==> src/rtl/b64lw_pkg.sv <==
package b64lw_pkg;

  localparam int QUEUE_DEPTH = 4;

  localparam logic [7:0] LINE_LENGTH_RESET = 8'd76;
  localparam logic [7:0] COLUMN_MAX        = 8'd255;
  localparam logic [6:0] CHAR_LF           = 7'd10;
  localparam logic [6:0] CHAR_PAD          = 7'd61;

  // Group positions of a byte within its 3-byte group
  localparam logic [1:0] POS_FIRST  = 2'd0;
  localparam logic [1:0] POS_SECOND = 2'd1;
  localparam logic [1:0] POS_THIRD  = 2'd2;

  // Work for the output side: one or two sextets, then padding
  typedef struct packed {
    logic [5:0] sext0;
    logic [5:0] sext1;
    logic       two;
    logic [1:0] pad;
    logic       last;
  } cmd_t;

  // Output sequencer states
  typedef enum logic [1:0] {
    PH_SX0,
    PH_SX1,
    PH_PAD
  } phase_t;

  // Map a sextet to its base64 alphabet character
  function automatic logic [6:0] b64_char(input logic [5:0] s);
    logic [6:0] c;
    c = 7'd0;
    if (s < 6'd26) begin
      c = 7'd65 + {1'b0, s};
    end else if (s < 6'd52) begin
      c = 7'd71 + {1'b0, s};
    end else if (s < 6'd62) begin
      c = {1'b0, s} - 7'd4;
    end else if (s == 6'd62) begin
      c = 7'd43;
    end else begin
      c = 7'd47;
    end
    return c;
  endfunction

endpackage

==> src/rtl/b64lw_byte_if.sv <==
interface b64lw_byte_if;
  logic       valid;
  logic       ready;
  logic [7:0] data_byte;
  logic       last_byte;

  modport source (output valid, output data_byte, output last_byte, input ready);
  modport sink   (input valid, input data_byte, input last_byte, output ready);
endinterface

==> src/rtl/b64lw_char_if.sv <==
interface b64lw_char_if;
  logic       valid;
  logic       ready;
  logic [6:0] out_char;
  logic       last_char;

  modport source (output valid, output out_char, output last_char, input ready);
  modport sink   (input valid, input out_char, input last_char, output ready);
endinterface

==> src/rtl/b64lw_front.sv <==
module b64lw_front (
  input  logic             clk,
  input  logic             rst,
  b64lw_byte_if.sink       bytes,
  input  logic             full,
  output logic             push,
  output b64lw_pkg::cmd_t  push_cmd
);
  import b64lw_pkg::*;

  logic [1:0] pos;
  logic [1:0] pos_next;
  logic [7:0] prev;
  logic [7:0] prev_next;
  logic [1:0] pos_eff;
  logic [1:0] pad_full;
  logic [7:0] b;

  assign bytes.ready = !full;
  assign push        = bytes.valid && !full;
  assign b           = bytes.data_byte;

  // Split the byte into sextets by its place in the group
  always_comb begin
    pos_eff = (pos == 2'd3) ? POS_FIRST : pos;
    case (pos_eff)
      POS_FIRST: begin
        push_cmd.sext0 = b[7:2];
        push_cmd.sext1 = {b[1:0], 4'b0000};
        pad_full       = 2'd2;
      end
      POS_SECOND: begin
        push_cmd.sext0 = {prev[1:0], b[7:4]};
        push_cmd.sext1 = {b[3:0], 2'b00};
        pad_full       = 2'd1;
      end
      default: begin
        push_cmd.sext0 = {prev[3:0], b[7:6]};
        push_cmd.sext1 = b[5:0];
        pad_full       = 2'd0;
      end
    endcase
    push_cmd.two  = (pos_eff == POS_THIRD) || bytes.last_byte;
    push_cmd.pad  = bytes.last_byte ? pad_full : 2'd0;
    push_cmd.last = bytes.last_byte;
  end

  // Advance group position; drop back to start at end of message
  always_comb begin
    if (bytes.last_byte) begin
      pos_next  = POS_FIRST;
      prev_next = 8'd0;
    end else begin
      pos_next  = (pos_eff == POS_THIRD) ? POS_FIRST : pos_eff + 2'd1;
      prev_next = b;
    end
  end

  always_ff @(posedge clk) begin
    if (rst) begin
      pos  <= POS_FIRST;
      prev <= 8'd0;
    end else if (push) begin
      pos  <= pos_next;
      prev <= prev_next;
    end
  end

endmodule

==> src/rtl/b64lw_queue.sv <==
module b64lw_queue #(
  parameter int Depth = b64lw_pkg::QUEUE_DEPTH
) (
  input  logic             clk,
  input  logic             rst,
  input  logic             push,
  input  b64lw_pkg::cmd_t  push_cmd,
  output logic             full,
  input  logic             pop,
  output logic             head_valid,
  output b64lw_pkg::cmd_t  head
);
  import b64lw_pkg::*;

  localparam int PW = (Depth > 1) ? $clog2(Depth) : 1;
  localparam int CW = $clog2(Depth + 1);
  localparam logic [PW-1:0] LAST_PTR = PW'(Depth - 1);
  localparam logic [CW-1:0] DEPTH_C  = CW'(Depth);

  cmd_t          mem [Depth];
  logic [PW-1:0] wr_ptr;
  logic [PW-1:0] rd_ptr;
  logic [CW-1:0] count;

  assign full       = (count == DEPTH_C);
  assign head_valid = (count != '0);
  assign head       = mem[rd_ptr];

  // Store the transaction at the tail
  always_ff @(posedge clk) begin
    if (push) begin
      mem[wr_ptr] <= push_cmd;
    end
  end

  // Advance pointers and occupancy
  always_ff @(posedge clk) begin
    if (rst) begin
      wr_ptr <= '0;
      rd_ptr <= '0;
      count  <= '0;
    end else begin
      if (push) begin
        wr_ptr <= (wr_ptr == LAST_PTR) ? '0 : wr_ptr + PW'(1);
      end
      if (pop) begin
        rd_ptr <= (rd_ptr == LAST_PTR) ? '0 : rd_ptr + PW'(1);
      end
      if (push && !pop) begin
        count <= count + CW'(1);
      end else if (pop && !push) begin
        count <= count - CW'(1);
      end
    end
  end

  a_no_overflow: assert property (@(posedge clk) disable iff (rst)
    full |-> !push)
    else $error("queue written while full");

  a_no_underflow: assert property (@(posedge clk) disable iff (rst)
    pop |-> head_valid)
    else $error("queue read while empty");

  a_count_range: assert property (@(posedge clk) disable iff (rst)
    count <= DEPTH_C)
    else $error("queue occupancy out of range");

endmodule

==> src/rtl/b64lw_back.sv <==
module b64lw_back (
  input  logic             clk,
  input  logic             rst,
  input  logic             cfg_we,
  input  logic [7:0]       cfg_wdata,
  input  logic             head_valid,
  input  b64lw_pkg::cmd_t  head,
  output logic             pop,
  b64lw_char_if.source     chars
);
  import b64lw_pkg::*;

  phase_t     phase;
  phase_t     phase_next;
  logic [7:0] line_length;
  logic [7:0] col;
  logic [7:0] col_next;
  logic       lf_done;
  logic       lf_done_next;
  logic [1:0] pad_left;
  logic [1:0] pad_left_next;
  logic       ov;
  logic [6:0] ochar;
  logic       olast;
  logic       advance;
  logic       emit;
  logic       is_sext;
  logic       need_lf;
  logic       done;
  logic       final_char;
  logic [5:0] sext;
  logic [6:0] emit_char;

  assign advance = !ov || chars.ready;
  assign emit    = head_valid && advance;
  assign pop     = emit && done;

  // Decode the current step of the transaction
  always_comb begin
    is_sext = (phase == PH_SX0) || (phase == PH_SX1);
    sext    = (phase == PH_SX0) ? head.sext0 : head.sext1;
    need_lf = is_sext && (col >= line_length) && !lf_done;
    done    = 1'b0;
    case (phase)
      PH_SX0:  done = !need_lf && !head.two;
      PH_SX1:  done = !need_lf && (head.pad == 2'd0);
      PH_PAD:  done = (pad_left == 2'd1);
      default: done = 1'b1;
    endcase
    final_char = done && head.last;
  end

  // Next state
  always_comb begin
    phase_next = phase;
    if (emit) begin
      case (phase)
        PH_SX0: begin
          if (!need_lf && head.two) phase_next = PH_SX1;
        end
        PH_SX1: begin
          if (!need_lf && (head.pad != 2'd0)) phase_next = PH_PAD;
        end
        PH_PAD: begin
          if (pad_left == 2'd1) phase_next = PH_SX0;
        end
        default: phase_next = PH_SX0;
      endcase
      if (done) phase_next = PH_SX0;
    end
  end

  // Outputs and datapath updates of each step
  always_comb begin
    emit_char     = CHAR_PAD;
    col_next      = col;
    lf_done_next  = lf_done;
    pad_left_next = pad_left;
    if (is_sext) begin
      if (need_lf) begin
        emit_char    = CHAR_LF;
        col_next     = 8'd0;
        lf_done_next = 1'b1;
      end else begin
        emit_char    = b64_char(sext);
        col_next     = (col < COLUMN_MAX) ? col + 8'd1 : col;
        lf_done_next = 1'b0;
        if (phase == PH_SX1) pad_left_next = head.pad;
      end
    end else begin
      pad_left_next = pad_left - 2'd1;
    end
    if (final_char) col_next = 8'd0;
  end

  always_ff @(posedge clk) begin
    if (rst) begin
      line_length <= LINE_LENGTH_RESET;
    end else if (cfg_we) begin
      line_length <= cfg_wdata;
    end
  end

  // Advance the sequencer on each emitted character
  always_ff @(posedge clk) begin
    if (rst) begin
      phase    <= PH_SX0;
      col      <= 8'd0;
      lf_done  <= 1'b0;
      pad_left <= 2'd0;
    end else if (emit) begin
      phase    <= phase_next;
      col      <= col_next;
      lf_done  <= lf_done_next;
      pad_left <= pad_left_next;
    end
  end

  // Output register
  always_ff @(posedge clk) begin
    if (rst) begin
      ov <= 1'b0;
    end else if (advance) begin
      ov <= head_valid;
    end
  end

  always_ff @(posedge clk) begin
    if (emit) begin
      ochar <= emit_char;
      olast <= final_char;
    end
  end

  assign chars.valid     = ov;
  assign chars.out_char  = ochar;
  assign chars.last_char = olast;

  a_lf_not_last: assert property (@(posedge clk) disable iff (rst)
    ov |-> !(olast && (ochar == CHAR_LF)))
    else $error("line feed marked as final character");

  a_col_cleared: assert property (@(posedge clk) disable iff (rst)
    (emit && final_char) |=> (col == 8'd0) && (phase == PH_SX0))
    else $error("state not cleared after message end");

  a_pad_only_last: assert property (@(posedge clk) disable iff (rst)
    (phase == PH_PAD) && head_valid |-> head.last && (pad_left != 2'd0))
    else $error("padding outside final transaction");

  a_lf_once: assert property (@(posedge clk) disable iff (rst)
    (emit && need_lf) |=> lf_done)
    else $error("line feed not recorded");

endmodule

==> src/rtl/base64_encoder_line_wrap_top.sv <==
// Channel  Dir  Payload               Handshake
// bytes    in   data_byte, last_byte  valid/ready
// chars    out  out_char, last_char   valid/ready
// cfg      in   cfg_wdata (8 bits)    cfg_we, write only
//
// The output runs at one character per cycle while chars is ready; a byte
// costs one or two characters plus any line feed, and a last byte up to six,
// so the stream rate is set by the single output port.
// The front takes one byte per cycle while the command queue has room.
// rst is synchronous: queue empty, group and column zero, line length 76.
// A stall on chars holds the output register and backs up the queue; a full queue then stalls bytes.
module base64_encoder_line_wrap_top #(
  parameter int QueueDepth = b64lw_pkg::QUEUE_DEPTH
) (
  input  logic         clk,
  input  logic         rst,
  b64lw_byte_if.sink   bytes,
  b64lw_char_if.source chars,
  input  logic         cfg_we,
  input  logic [7:0]   cfg_wdata
);
  import b64lw_pkg::*;

  logic full;
  logic push;
  logic pop;
  logic head_valid;
  cmd_t push_cmd;
  cmd_t head;

  b64lw_front u_front (
    .clk      (clk),
    .rst      (rst),
    .bytes    (bytes),
    .full     (full),
    .push     (push),
    .push_cmd (push_cmd)
  );

  b64lw_queue #(
    .Depth (QueueDepth)
  ) u_queue (
    .clk        (clk),
    .rst        (rst),
    .push       (push),
    .push_cmd   (push_cmd),
    .full       (full),
    .pop        (pop),
    .head_valid (head_valid),
    .head       (head)
  );

  b64lw_back u_back (
    .clk        (clk),
    .rst        (rst),
    .cfg_we     (cfg_we),
    .cfg_wdata  (cfg_wdata),
    .head_valid (head_valid),
    .head       (head),
    .pop        (pop),
    .chars      (chars)
  );

endmodule

==> src/flat_wrapper.sv <==
// flat-port wrapper written by rule: the top's interface ports become plain ports
module base64_encoder_line_wrap_top_flat import b64lw_pkg::*;
#(
  parameter int QueueDepth = b64lw_pkg::QUEUE_DEPTH
)
  (clk, rst, cfg_we, cfg_wdata, bytes_valid, bytes_data_byte, bytes_last_byte, bytes_ready, chars_valid, chars_out_char, chars_last_char, chars_ready);
  b64lw_byte_if bytes_i ();
  b64lw_char_if chars_i ();
  input  logic clk;
  input  logic rst;
  input  logic cfg_we;
  input  logic [7:0] cfg_wdata;
  input wire logic [$bits(bytes_i.valid)-1:0] bytes_valid;
  input wire logic [$bits(bytes_i.data_byte)-1:0] bytes_data_byte;
  input wire logic [$bits(bytes_i.last_byte)-1:0] bytes_last_byte;
  output wire logic [$bits(bytes_i.ready)-1:0] bytes_ready;
  output wire logic [$bits(chars_i.valid)-1:0] chars_valid;
  output wire logic [$bits(chars_i.out_char)-1:0] chars_out_char;
  output wire logic [$bits(chars_i.last_char)-1:0] chars_last_char;
  input wire logic [$bits(chars_i.ready)-1:0] chars_ready;
  assign bytes_i.valid = bytes_valid;
  assign bytes_i.data_byte = bytes_data_byte;
  assign bytes_i.last_byte = bytes_last_byte;
  assign bytes_ready = bytes_i.ready;
  assign chars_valid = chars_i.valid;
  assign chars_out_char = chars_i.out_char;
  assign chars_last_char = chars_i.last_char;
  assign chars_i.ready = chars_ready;
  base64_encoder_line_wrap_top #(.QueueDepth(QueueDepth)) u_core (.clk(clk), .rst(rst), .bytes(bytes_i), .chars(chars_i), .cfg_we(cfg_we), .cfg_wdata(cfg_wdata));
endmodule
==> config.mk <==
export PLATFORM = sky130hd
export DESIGN_NAME = base64_encoder_line_wrap_top_flat
export DESIGN_NICKNAME = d
export VERILOG_FILES = /design/src/rtl/b64lw_pkg.sv /design/src/rtl/b64lw_byte_if.sv /design/src/rtl/b64lw_char_if.sv /design/src/rtl/b64lw_front.sv /design/src/rtl/b64lw_queue.sv /design/src/rtl/b64lw_back.sv /design/src/rtl/base64_encoder_line_wrap_top.sv /design/src/flat_wrapper.sv
export SDC_FILE = /design/constraint.sdc
export NUM_CORES = 1
export LEC_CHECK = 0
export BUFFER_PORTS_ARGS = -buffer_cell sky130_fd_sc_hd__buf_2
export CORE_ASPECT_RATIO = 1.25
export CORE_MARGIN = 2
export CORE_UTILIZATION = 31
export CTS_BUF_LIST = sky130_fd_sc_hd__clkbuf_16
export DETAILED_ROUTE_END_ITERATION = 12
export HOLD_SLACK_MARGIN = 0.03
export PLACE_DENSITY_LB_ADDON = 0.3
export SETUP_SLACK_MARGIN = 0.02
export SLEW_MARGIN = 15
export SYNTH_ARGS = -nofsm -noshare
export SYNTH_HDL_FRONTEND = slang
export SYNTH_SLANG_ARGS = --single-unit
export TNS_END_PERCENT = 5
==> constraint.sdc <==
create_clock -name clk -period 6 [get_ports clk]
set_input_delay 1.8 -clock clk [delete_from_list [all_inputs] [get_ports clk]]
set_output_delay 1.8 -clock clk [all_outputs]
set_load 0.03 [all_outputs]
* Word level (Yosys, flattened, before mapping)
Memories as Yosys holds them, arrays and structs flattened. A register that Yosys moved wholly into a read port is not among the register bits.
Index checks and enable logic that the tools add are counted.
Widths: inputs -> output; s select.
** Cells by class
- Bitwise operators :: 1
- Mux-type cells :: 35
- Reduce and logical (&&, ||, !) cells :: 35
- Eq/ne operators :: 15
- Add/subtract/negate cells :: 10
- Magnitude comparators :: 5
** Operators with widths (number)
- $mux 8 :: 4
- $mux 2 :: 15
- $pmux 12 s2 :: 1
- $mux 7 :: 3
- $add 7x6->7 const A :: 2
- $logic_and 1x1->1 :: 12
- $lt 6x6->1 const B :: 2
- $mux 6 :: 2
- $eq 2x2->1 const B :: 5
- $mux 3 :: 3
- $add 8x1->8 const B :: 1
- $ge 8x8->1 :: 1
- $lt 8x8->1 const B :: 1
- $logic_not 1->1 :: 7
- $sub 6x3->7 const B :: 1
- $add 2x1->2 const B :: 3
- $eq 2x1->1 const B :: 3
- $eq 6x6->1 const B :: 1
- $logic_not 2->1 :: 3
- $lt 6x5->1 const B :: 1
- $ne 3x3->1 const B :: 2
- $pmux 2 s3 :: 1
- $reduce_and 3->1 :: 2
- $reduce_bool 2->1 :: 3
- other kinds (17) :: 22
** Word-level totals
- Output and inout port bits :: 10
- Logic and storage cells :: 116
- Register bits :: 43
- Bits of input ports :: 22
- RAM bits :: 64
- Memories kept :: 1
** Memory list
- u_core.u_queue.mem :: depth 4, width 16, read ports 1, clocked after Yosys merged registers in 1, write ports 1, RTL line b64lw_queue.sv:20 : cmd_t mem [Depth];

* Longest topological paths before layout
Gate-level depths: netlist (run 1).
- Depth after elaboration :: 11
- Gate-level depth with buffers :: 15
- Depth with buffers taken out :: 15

* By module
From an unflattened synthesis (run 1), not the netlist that was laid out.
** Unflattened totals
- Cell total of the unflattened synthesis :: 442
- Area total of the unflattened synthesis :: 5361.4 um2
** Modules (own cells, without submodules)
- b64lw_queue :: area an instance 2787.7 um2, instances 1, cells each 128, seq. area each 2102.0 um2
- b64lw_back :: area an instance 2080.7 um2, instances 1, cells each 243, seq. area each 680.7 um2
- b64lw_front :: area an instance 493.0 um2, instances 1, cells each 71, seq. area each 120.1 um2

* Worst setup path after synthesis (run 1)
Ideal clock, no wire load.
- Path kind :: input-to-reg
- Start point :: input port chars_ready
- End point :: register u_core.u_queue.count[2]
- Setup slack :: 2202 ps
- Arrival time :: 3728 ps
- Cell stages on the path :: 11
- Cell sequence :: inv_1 > a21o_1 > clkbuf_1 > inv_1 > nand2_1 > ha_1 > inv_1 > fa_1 > xor2_1 > or3_1 > a21oi_1
** Between the ends
- Word-level cells in the longest chain between the ends :: 6
** RTL lines
- start, declared :: RTL line flat_wrapper.sv:20 : input wire logic [$bits(chars_i.ready)-1:0] chars_ready;
- $logic_or 1x1->1 * :: RTL line b64lw_back.sv:34 : assign advance = !ov || chars.ready;
- $logic_and 1x1->1 * :: RTL line b64lw_back.sv:35 : assign emit = head_valid && advance;
- net u_core.u_back.emit :: RTL line b64lw_back.sv:26 : logic emit;
- $logic_and 1x1->1 * :: RTL line b64lw_back.sv:36 : assign pop = emit && done;
- $logic_not 1->1 :: RTL line b64lw_queue.sv:49 : if (push && !pop) begin
- $logic_and 1x1->1 :: RTL line b64lw_queue.sv:49
- $mux 3 or $reduce_bool 2->1 (tied branches)
- end signal, assigned :: RTL line b64lw_queue.sv:50 : count <= count + CW'(1);
- end signal, assigned :: RTL line b64lw_queue.sv:52 : count <= count - CW'(1);
- end, declared :: RTL line b64lw_queue.sv:23 : logic [CW-1:0] count;
Mark *: on every way through the listed nets, which the timed path passes. The rest lies on a longest branch.
A chain may end at the register's enable or synchronous reset.

* Final worst setup path (run 1)
- Start point :: register u_core.u_back.phase[1]
- End point :: register u_core.u_back.ochar[2], in the netlist u_core.u_back.chars.out_char[2] (data pin)
** Between the ends
- Word-level cells in the longest chain between the ends :: 8
** RTL lines
- start, declared :: RTL line b64lw_back.sv:13 : phase_t phase;
- start signal, assigned :: RTL line b64lw_back.sv:112 : phase <= phase_next;
- parallel branches: the longest is 8 deep, another holds $sub 6x3->7
- end signal, assigned :: RTL line b64lw_back.sv:130 : ochar <= emit_char;
- end, declared :: RTL line b64lw_back.sv:23 : logic [6:0] ochar;
Parallel ways; which one is timed is not known.

==> impl_metrics.env, run 1 <==
export IMPL_status="finished clean"
export IMPL_ys_warnings_count=0
export IMPL_max_vdd_ir_drop_uv=207
export IMPL_reg2reg_to="u_core.u_back.chars.out_char[2]"
export IMPL_crit_type="reg2reg"
export IMPL_dr_first_iter_drc_count=188
export IMPL_maxSlewHeadroom_pct=42.8
export IMPL_rsz0062_at_grt="false"
export IMPL_drt_first_pass_iters=4
export IMPL_cp_end_kind="flip-flop"
export IMPL_pwr_share_comb_pct=40.6
export IMPL_area_growth_pct=12.0
export IMPL_wl_per_cell_um=15.4
export IMPL_reg2reg_from="u_core.u_back.phase[1]"
export IMPL_cts_buffers=9
export IMPL_power_density_nw_per_um2=456
export IMPL_yosys_area_top_type_share_pct=40.1
export IMPL_swShare_pct=37.3
export IMPL_grt_pass1_wl_um=18000
export IMPL_hpwl_um=7970
export IMPL_drive_gt1_share_pct=15.9
export IMPL_num_antenna_cells=0
export IMPL_maxClockFrequency_mhz=238
export IMPL_finalHoldViolations=0
export IMPL_detail_route_antenna_nets=0
export IMPL_pwr_share_clk_pct=22.3
export IMPL_dieArea_sq_um=18500
export IMPL_p_switching_mw=1.03
export IMPL_syn_nets=513
export IMPL_yosys_top_cells_area="edfxtp_1 (40%), dfxtp_1 (14%), mux4_2 (5.9%)"
export IMPL_syn_inst=467
export IMPL_io_pins=32
export IMPL_clk_pin_slew_ns=0.08
export IMPL_r2r_slack_ns=1.79
export IMPL_place_gp_congestion=0.873
export IMPL_grt_total_usage_pct=12.7
export IMPL_register_area_sq_um=2900
export IMPL_worst_pin_slew_ns=0.858
export IMPL_setup_slack_ns=1.79
export IMPL_total_power_mw=2.75
export IMPL_htreeDepth=3
export IMPL_max_cap_viol_count=0
export IMPL_critical_path_arrival_ns=4.41
export IMPL_pre_cts_ws_ns=1.82
export IMPL_setup_viol=0
export IMPL_synth_edf_count=72
export IMPL_min_period_ns=4.21
export IMPL_hold_buffers=0
export IMPL_die_height_um=151
export IMPL_die_width_um=122
export IMPL_fp_coreArea_sq_um=16900
export IMPL_viasPerCell=5.07
export IMPL_cts_buffer_depth=2
export IMPL_fp_row_count=53
export IMPL_antenna_found_initial=0
export IMPL_cts_resized=0
export IMPL_grt_overflow=0
export IMPL_hold_path_endpoint="u_core.u_back.chars.valid"
export IMPL_ys_seq_elements=109
export IMPL_hold_path_depth=2
export IMPL_insertion_delay_ns=0.36
export IMPL_synth_ff_type="edfxtp_1"
export IMPL_multi_input_area_sq_um=2250
export IMPL_ys_seq_area_share_pct=53.9
export IMPL_skew_ns=0.0100
export IMPL_reg2reg_depth=12
export IMPL_drc=0
export IMPL_postCtsSetupRepairBufs=0
export IMPL_final_max_slew_viol_count=0
export IMPL_synth_top_cell_by_area="edfxtp_1"
export IMPL_cts_tree="done"
export IMPL_cp_required_ns=6.21
export IMPL_setup_tns_ns=0
export IMPL_grt_max_degree=28
export IMPL_p_int_mw=1.73
export IMPL_nFillCells=1675
export IMPL_crit_path_start_kind="flip-flop"
export IMPL_grt_pass1_vias=3645
export IMPL_hold_start="u_core.u_back.chars.valid"
export IMPL_num_vias=3630
export IMPL_worst_hold_slack_ns=0.476
export IMPL_p_seq_share_pct=37.0
export IMPL_worstPathMaxFanout=20
export IMPL_synth_cell_types=65
export IMPL_finalCritPeriodShare_pct=70.1
export IMPL_start_util_pct=31.9
export IMPL_nets=537
export IMPL_async_flop_share_pct=0
export IMPL_cts_sinks=109
export IMPL_root_buffer="clkbuf_16"
export IMPL_numPortBuffers=31
export IMPL_p_leak_nw=2.19
export IMPL_finalWirelength_um=11000
export IMPL_syn_avg_cell_area_sq_um=11.5
export IMPL_hold_class="reg2reg"
export IMPL_netlist_area_sq_um=5390
==> state kept, by name, summed over array words and instances (netlist names), 3 cells and up, named ones only <==
signal,flops
u_core.u_back.chars.out_char,7
u_core.u_back.col,8
u_core.u_back.line_length,8
u_core.u_front.prev,4
u_core.u_queue.count,3
u_core.u_queue.mem,64
==> cells by family after synthesis <==
family | Yosys count | share of synthesized area (%)
and+or+nand+nor | 138 | 12.8
DFF | 109 | 53.9
buffers and inverters | 55 | 4.46
AOI/OAI and AO/OA | 104 | 12.7
adders and majority gates | 24 | 5.71
xor gates and xnor gates | 5 | 0.813
muxes | 32 | 9.64
==> layout make-up <==
type,count,share of cell area (%)
Tap cell,220,4.56
Sequential cell,109,48.1
Clock inverter,6,0.953
Inverter,34,2.11
Clock buffer,10,4.15
Timing Repair Buffer,34,2.94
Multi-Input combinational cell,303,37.2
==> cell usage in the layout, fill, tap and decap left out, drive strengths merged, types with 7 or more instances in the layout <==
cell | Yosys | layout
a21oi | 23 | 23
nand3 | 10 | 10
nor3b | 7 | 7
dfxtp | 37 | 37
a211oi | 7 | 7
and3 | 10 | 10
nor2 | 33 | 33
mux4 | 14 | 14
clkbuf | 14 | 10
mux2 | 7 | 7
edfxtp | 72 | 72
buf | 7 | 34
inv | 32 | 37
ha | 23 | 23
o211ai | 7 | 7
o21ai | 27 | 27
and2 | 7 | 7
nor3 | 12 | 12
a22oi | 8 | 8
nand2 | 41 | 41
mux2i | 11 | 11
==> critical path: stages, from the launching register on <==
cell	delay [ns]
dfxtp_1	0.77
nor2_1	0.27
buf_4	0.25
mux4_2	0.28
mux2i_1	0.48
inv_1	0.17
ha_1	0.29
inv_1	0.13
o41ai_1	0.09
a21oi_1	0.68
nor3_1	0.07
or4_1	0.48
nand3_1	0.09
==> how the worst max path moves through the flow <==
stage / start / endpoint / slack [ns] / depth (start not counted)
4_1_cts: u_core.u_back.phase[1] / u_core.u_back.chars.out_char[2] / 1.85 / 12
5_1_grt: u_core.u_back.phase[1] / u_core.u_back.chars.out_char[2] / 1.48 / 12
2_1_floorplan: chars_ready / u_core.u_queue.count[2] / 2.20 / 11
3_3_place_gp: chars_ready / u_core.u_queue.count[2] / 1.95 / 11
3_5_place_dp: chars_ready / u_core.u_queue.count[2] / 1.82 / 11
6_report: u_core.u_back.phase[1] / u_core.u_back.chars.out_char[2] / 1.79 / 12
==> power groups by stage <==
stage | Clock (mW) | Combinational, mW | Sequential [mW]
detailed placement | 0 | 1.12 | 1.04
finish | 0.614 | 1.12 | 1.02
global route | 0.655 | 1.24 | 1.04
global placement | 0 | 1.10 | 1.04
floorplan | 0 | 0.857 | 1.07
CTS | 0.629 | 1.12 | 1.02
==> synthesized netlist by cell type (all sizes together), types with 3 or more instances <==
library cell and number:
nand2 41, and3 10, a211oi 7, o211ai 7, nor4 3, a211o 3, ha 23, clkbuf 14
nor2 33, mux2i 11, and2 7, mux4 14, nor3b 7, o41ai 3, a21oi 23, a22oi 8
o22ai 3, inv 32, nand3 10, edfxtp 72, nand2b 3, mux2 7, a21o 3, nor3 12
nor2b 3, o21ai 27, xnor2 3, buf 7, dfxtp 37
==> per-stage QoR <==
step                cells  area, sq um  utilization (%)
finish                716         6040             35.7
global route          716         6040             35.7
CTS                   716         6040             35.7
detailed placement    700         5730             33.9
global placement      700         5730             33.9
floorplan             467         5390                -
==> metal layers <==
layer  up-vias  global-route usage (%)  part of all wire, %
met2        74                    22.2                   50
met4         0                    6.09                  2.2
met3        14                    2.03                  3.0
li1       1782                       -                    -
met1      1760                    15.1                   45
met5         -                       0                    0
No activity file was read; power rests on OpenSTA's default activity.
==> run 2, diff against run 1 <==
- ABC_AREA: not set -> 1
- clock period: 6 -> 3.6 ns (I/O delays scaled with it)
==> run 2 against run 1 <==
  * Count of clock-buffer cells in the layout shrank 1
  * Register-to-register slack lost 0.95 ns
  * Cell count grew 32%
  * Via count grew 20%
  * Final area grew 7.3%
  * Utilization shrank 0.17 points
  * Global-route usage grew 0.51 points
  * Die area grew 7.4%
  * Critical path type unchanged
  * Clock power grew 64%
  * Routed wire length grew 13%
==> impl_metrics.env, run 2 <==
export IMPL_setup_slack_ns=0.848
export IMPL_antenna_found_initial=0
export IMPL_cts_sinks=109
export IMPL_numPortBuffers=31
export IMPL_place_gp_congestion=0.825
export IMPL_max_cap_viol_count=0
export IMPL_syn_avg_cell_area_sq_um=8.52
export IMPL_grt_max_degree=33
export IMPL_die_height_um=157
export IMPL_pre_cts_ws_ns=0.782
export IMPL_clk_pin_slew_ns=0.08
export IMPL_ys_warnings_count=0
export IMPL_maxSlewHeadroom_pct=58.5
export IMPL_pwr_share_clk_pct=20.2
export IMPL_syn_nets=727
export IMPL_total_power_mw=5.01
export IMPL_htreeDepth=3
export IMPL_detail_route_antenna_nets=0
export IMPL_finalCritPeriodShare_pct=76.4
export IMPL_cp_end_kind="flip-flop"
export IMPL_grt_pass1_wl_um=20700
export IMPL_syn_inst=681
export IMPL_hpwl_um=8830
export IMPL_power_density_nw_per_um2=774
export IMPL_swShare_pct=43.0
export IMPL_fp_coreArea_sq_um=18200
export IMPL_setup_tns_ns=0
export IMPL_max_vdd_ir_drop_uv=428
export IMPL_dr_first_iter_drc_count=197
export IMPL_netlist_area_sq_um=5800
export IMPL_postCtsSetupRepairBufs=0
export IMPL_worstPathMaxFanout=13
export IMPL_synth_ff_type="edfxtp_1"
export IMPL_num_vias=4357
export IMPL_register_area_sq_um=2900
export IMPL_grt_total_usage_pct=13.2
export IMPL_synth_cell_types=42
export IMPL_synth_top_cell_by_area="edfxtp_1"
export IMPL_synth_top_cells_by_count="nand2_1 (169), inv_1 (112), edfxtp_1 (72), nand3_1 (72), a21oi_1 (43)"
export IMPL_largest_register="u_core.u_queue.mem"
export IMPL_finalHoldViolations=0
export IMPL_drt_first_pass_iters=5
export IMPL_cts_resized=0
export IMPL_yosys_top_cells_area="edfxtp_1 (37%), dfxtp_1 (13%), nand2_1 (11%)"
export IMPL_start_util_pct=31.8
export IMPL_final_util_pct=35.5
export IMPL_grt_pass1_vias=4105
export IMPL_cts_buffers=9
export IMPL_drive_gt1_share_pct=12.8
export IMPL_fp_row_count=55
export IMPL_min_period_ns=2.75
export IMPL_grt_overflow=0
export IMPL_setup_viol=0
export IMPL_dieArea_sq_um=19800
export IMPL_p_switching_mw=2.15
export IMPL_final_max_slew_viol_count=0
export IMPL_synthMostInstantiatedCell="nand2_1"
export IMPL_async_flop_share_pct=0
export IMPL_drc=0
export IMPL_hold_buffers=0
export IMPL_status="finished clean"
export IMPL_worst_pin_slew_ns=0.615
export IMPL_worst_hold_slack_ns=0.469
export IMPL_insertion_delay_ns=0.36
export IMPL_viasPerCell=4.61
export IMPL_die_width_um=126
export IMPL_nFillCells=1854
export IMPL_cp_required_ns=3.85
export IMPL_num_antenna_cells=0
export IMPL_ys_seq_elements=109
export IMPL_io_pins=32
export IMPL_area_growth_pct=11.7
export IMPL_crit_type="reg2reg"
export IMPL_ys_seq_area_share_pct=50.0
export IMPL_largest_reg_flops=64
export IMPL_skew_ns=0.00856
export IMPL_p_seq_share_pct=34.7
export IMPL_maxClockFrequency_mhz=363
export IMPL_pwr_share_comb_pct=45.1
export IMPL_synth_edf_count=72
export IMPL_reg_top3="u_core.u_queue.mem x64, u_core.u_back.col x8, u_core.u_back.line_length x8"
export IMPL_finalWirelength_um=12500
export IMPL_cts_tree="done"
export IMPL_wl_per_cell_um=13.2
export IMPL_rsz0062_at_grt="false"
export IMPL_nets=759
export IMPL_multi_input_area_sq_um=2300
export IMPL_layout_commonest_cell="nand2_1"
export IMPL_layout_common_cells="nand2_1 (169), inv_1 (112), nand3_1 (72), edfxtp_1 (72), a21oi_1 (43)"
export IMPL_p_leak_nw=2.92
export IMPL_cts_buffer_depth=2
export IMPL_p_int_mw=2.86
export IMPL_hold_class="reg2reg"
export IMPL_critical_path_arrival_ns=3.00
export IMPL_crit_path_start_kind="flip-flop"
export IMPL_yosys_area_top_type_share_pct=37.3
export IMPL_root_buffer="clkbuf_16"
==> run 2: changes by cell type in the layout (fill, tap and decap cells not counted), moves of 7 or more <==
cell,previous run,this run
mux2i_1,10,0
o21ai_1,9,0
a22oi_1,8,0
a21oi_1,23,43
nand2_1,41,169
nand2_2,0,12
nand3_1,10,72
inv_1,31,112
mux4_2,14,0
and3_1,10,0
buf_4,3,10
and2_1,7,0
nor2_1,33,42
==> run 2: area by class of cell <==
class,count,area share [%]
sequential,109,44.8
multi-input combinational,434,35.5
tap,228,4.40
clock inverter,7,1.33
clock buffer,9,3.48
timing repair buffer,41,3.55
inverter,118,6.95
==> run 2: power by group through the flow <==
stage               Clock (mW)  Sequential (mW)  Combinational, mW
floorplan                    0             1.84               1.70
global placement             0             1.77               2.27
detailed placement           0             1.77               2.28
CTS                       1.05             1.74               2.29
global route              1.08             1.76               2.57
finish                    1.01             1.74               2.26
==> run 2: metal layers <==
layer / track usage [%] / wire (um)
met5: 0 / 0
met4: 5.60 / 261
met3: 2.18 / 471
met2: 22.2 / 5950
met1: 16.8 / 5830
==> run 2: worst paths after layout <==
check                               start                      endpoint  slack (ns)  cells past startpoint
max                  u_core.u_back.col[5]       u_core.u_queue.count[2]        0.85                     19
min          u_core.u_back.line_length[7]  u_core.u_back.line_length[7]        0.47                      2
max reg2reg          u_core.u_back.col[5]       u_core.u_queue.count[2]        0.85                     19
min reg2reg  u_core.u_back.line_length[7]  u_core.u_back.line_length[7]        0.47                      2
==> run 2: cells by family (layout without fill, tap and decap cells) <==
logic type | count (synthesis) | count (layout) | synth area share (%)
compound gates | 89 | 89 | 9.04
xor+xnor | 5 | 5 | 0.755
fa+ha+maj | 24 | 24 | 5.31
buf+inv | 138 | 175 | 10.3
flops | 109 | 109 | 50.0
simple gates | 316 | 316 | 24.5
==> run 2: worst max-delay path, stage by stage, from the launching register on <==
cell and delay, ns:
dfxtp_1 0.48, ha_1 0.30, a21oi_1 0.13, o21a_1 0.12
nand2_1 0.05, nand2_1 0.05, buf_4 0.20, nand2_2 0.09
nand2_4 0.10, nand2_2 0.07, nor2_4 0.11, inv_1 0.05
ha_1 0.18, inv_1 0.11, fa_1 0.21, nor2_1 0.05
nor2_1 0.08, nand2_1 0.06, o21ai_0 0.15, a21oi_1 0.06
==> run 2: stage by stage <==
stage / instance area (sq um) / cells
2_1_floorplan: 5800 / 681
3_3_place_gp: 6170 / 930
3_5_place_dp: 6170 / 930
4_1_cts: 6480 / 946
5_1_grt: 6480 / 946
6_report: 6480 / 946
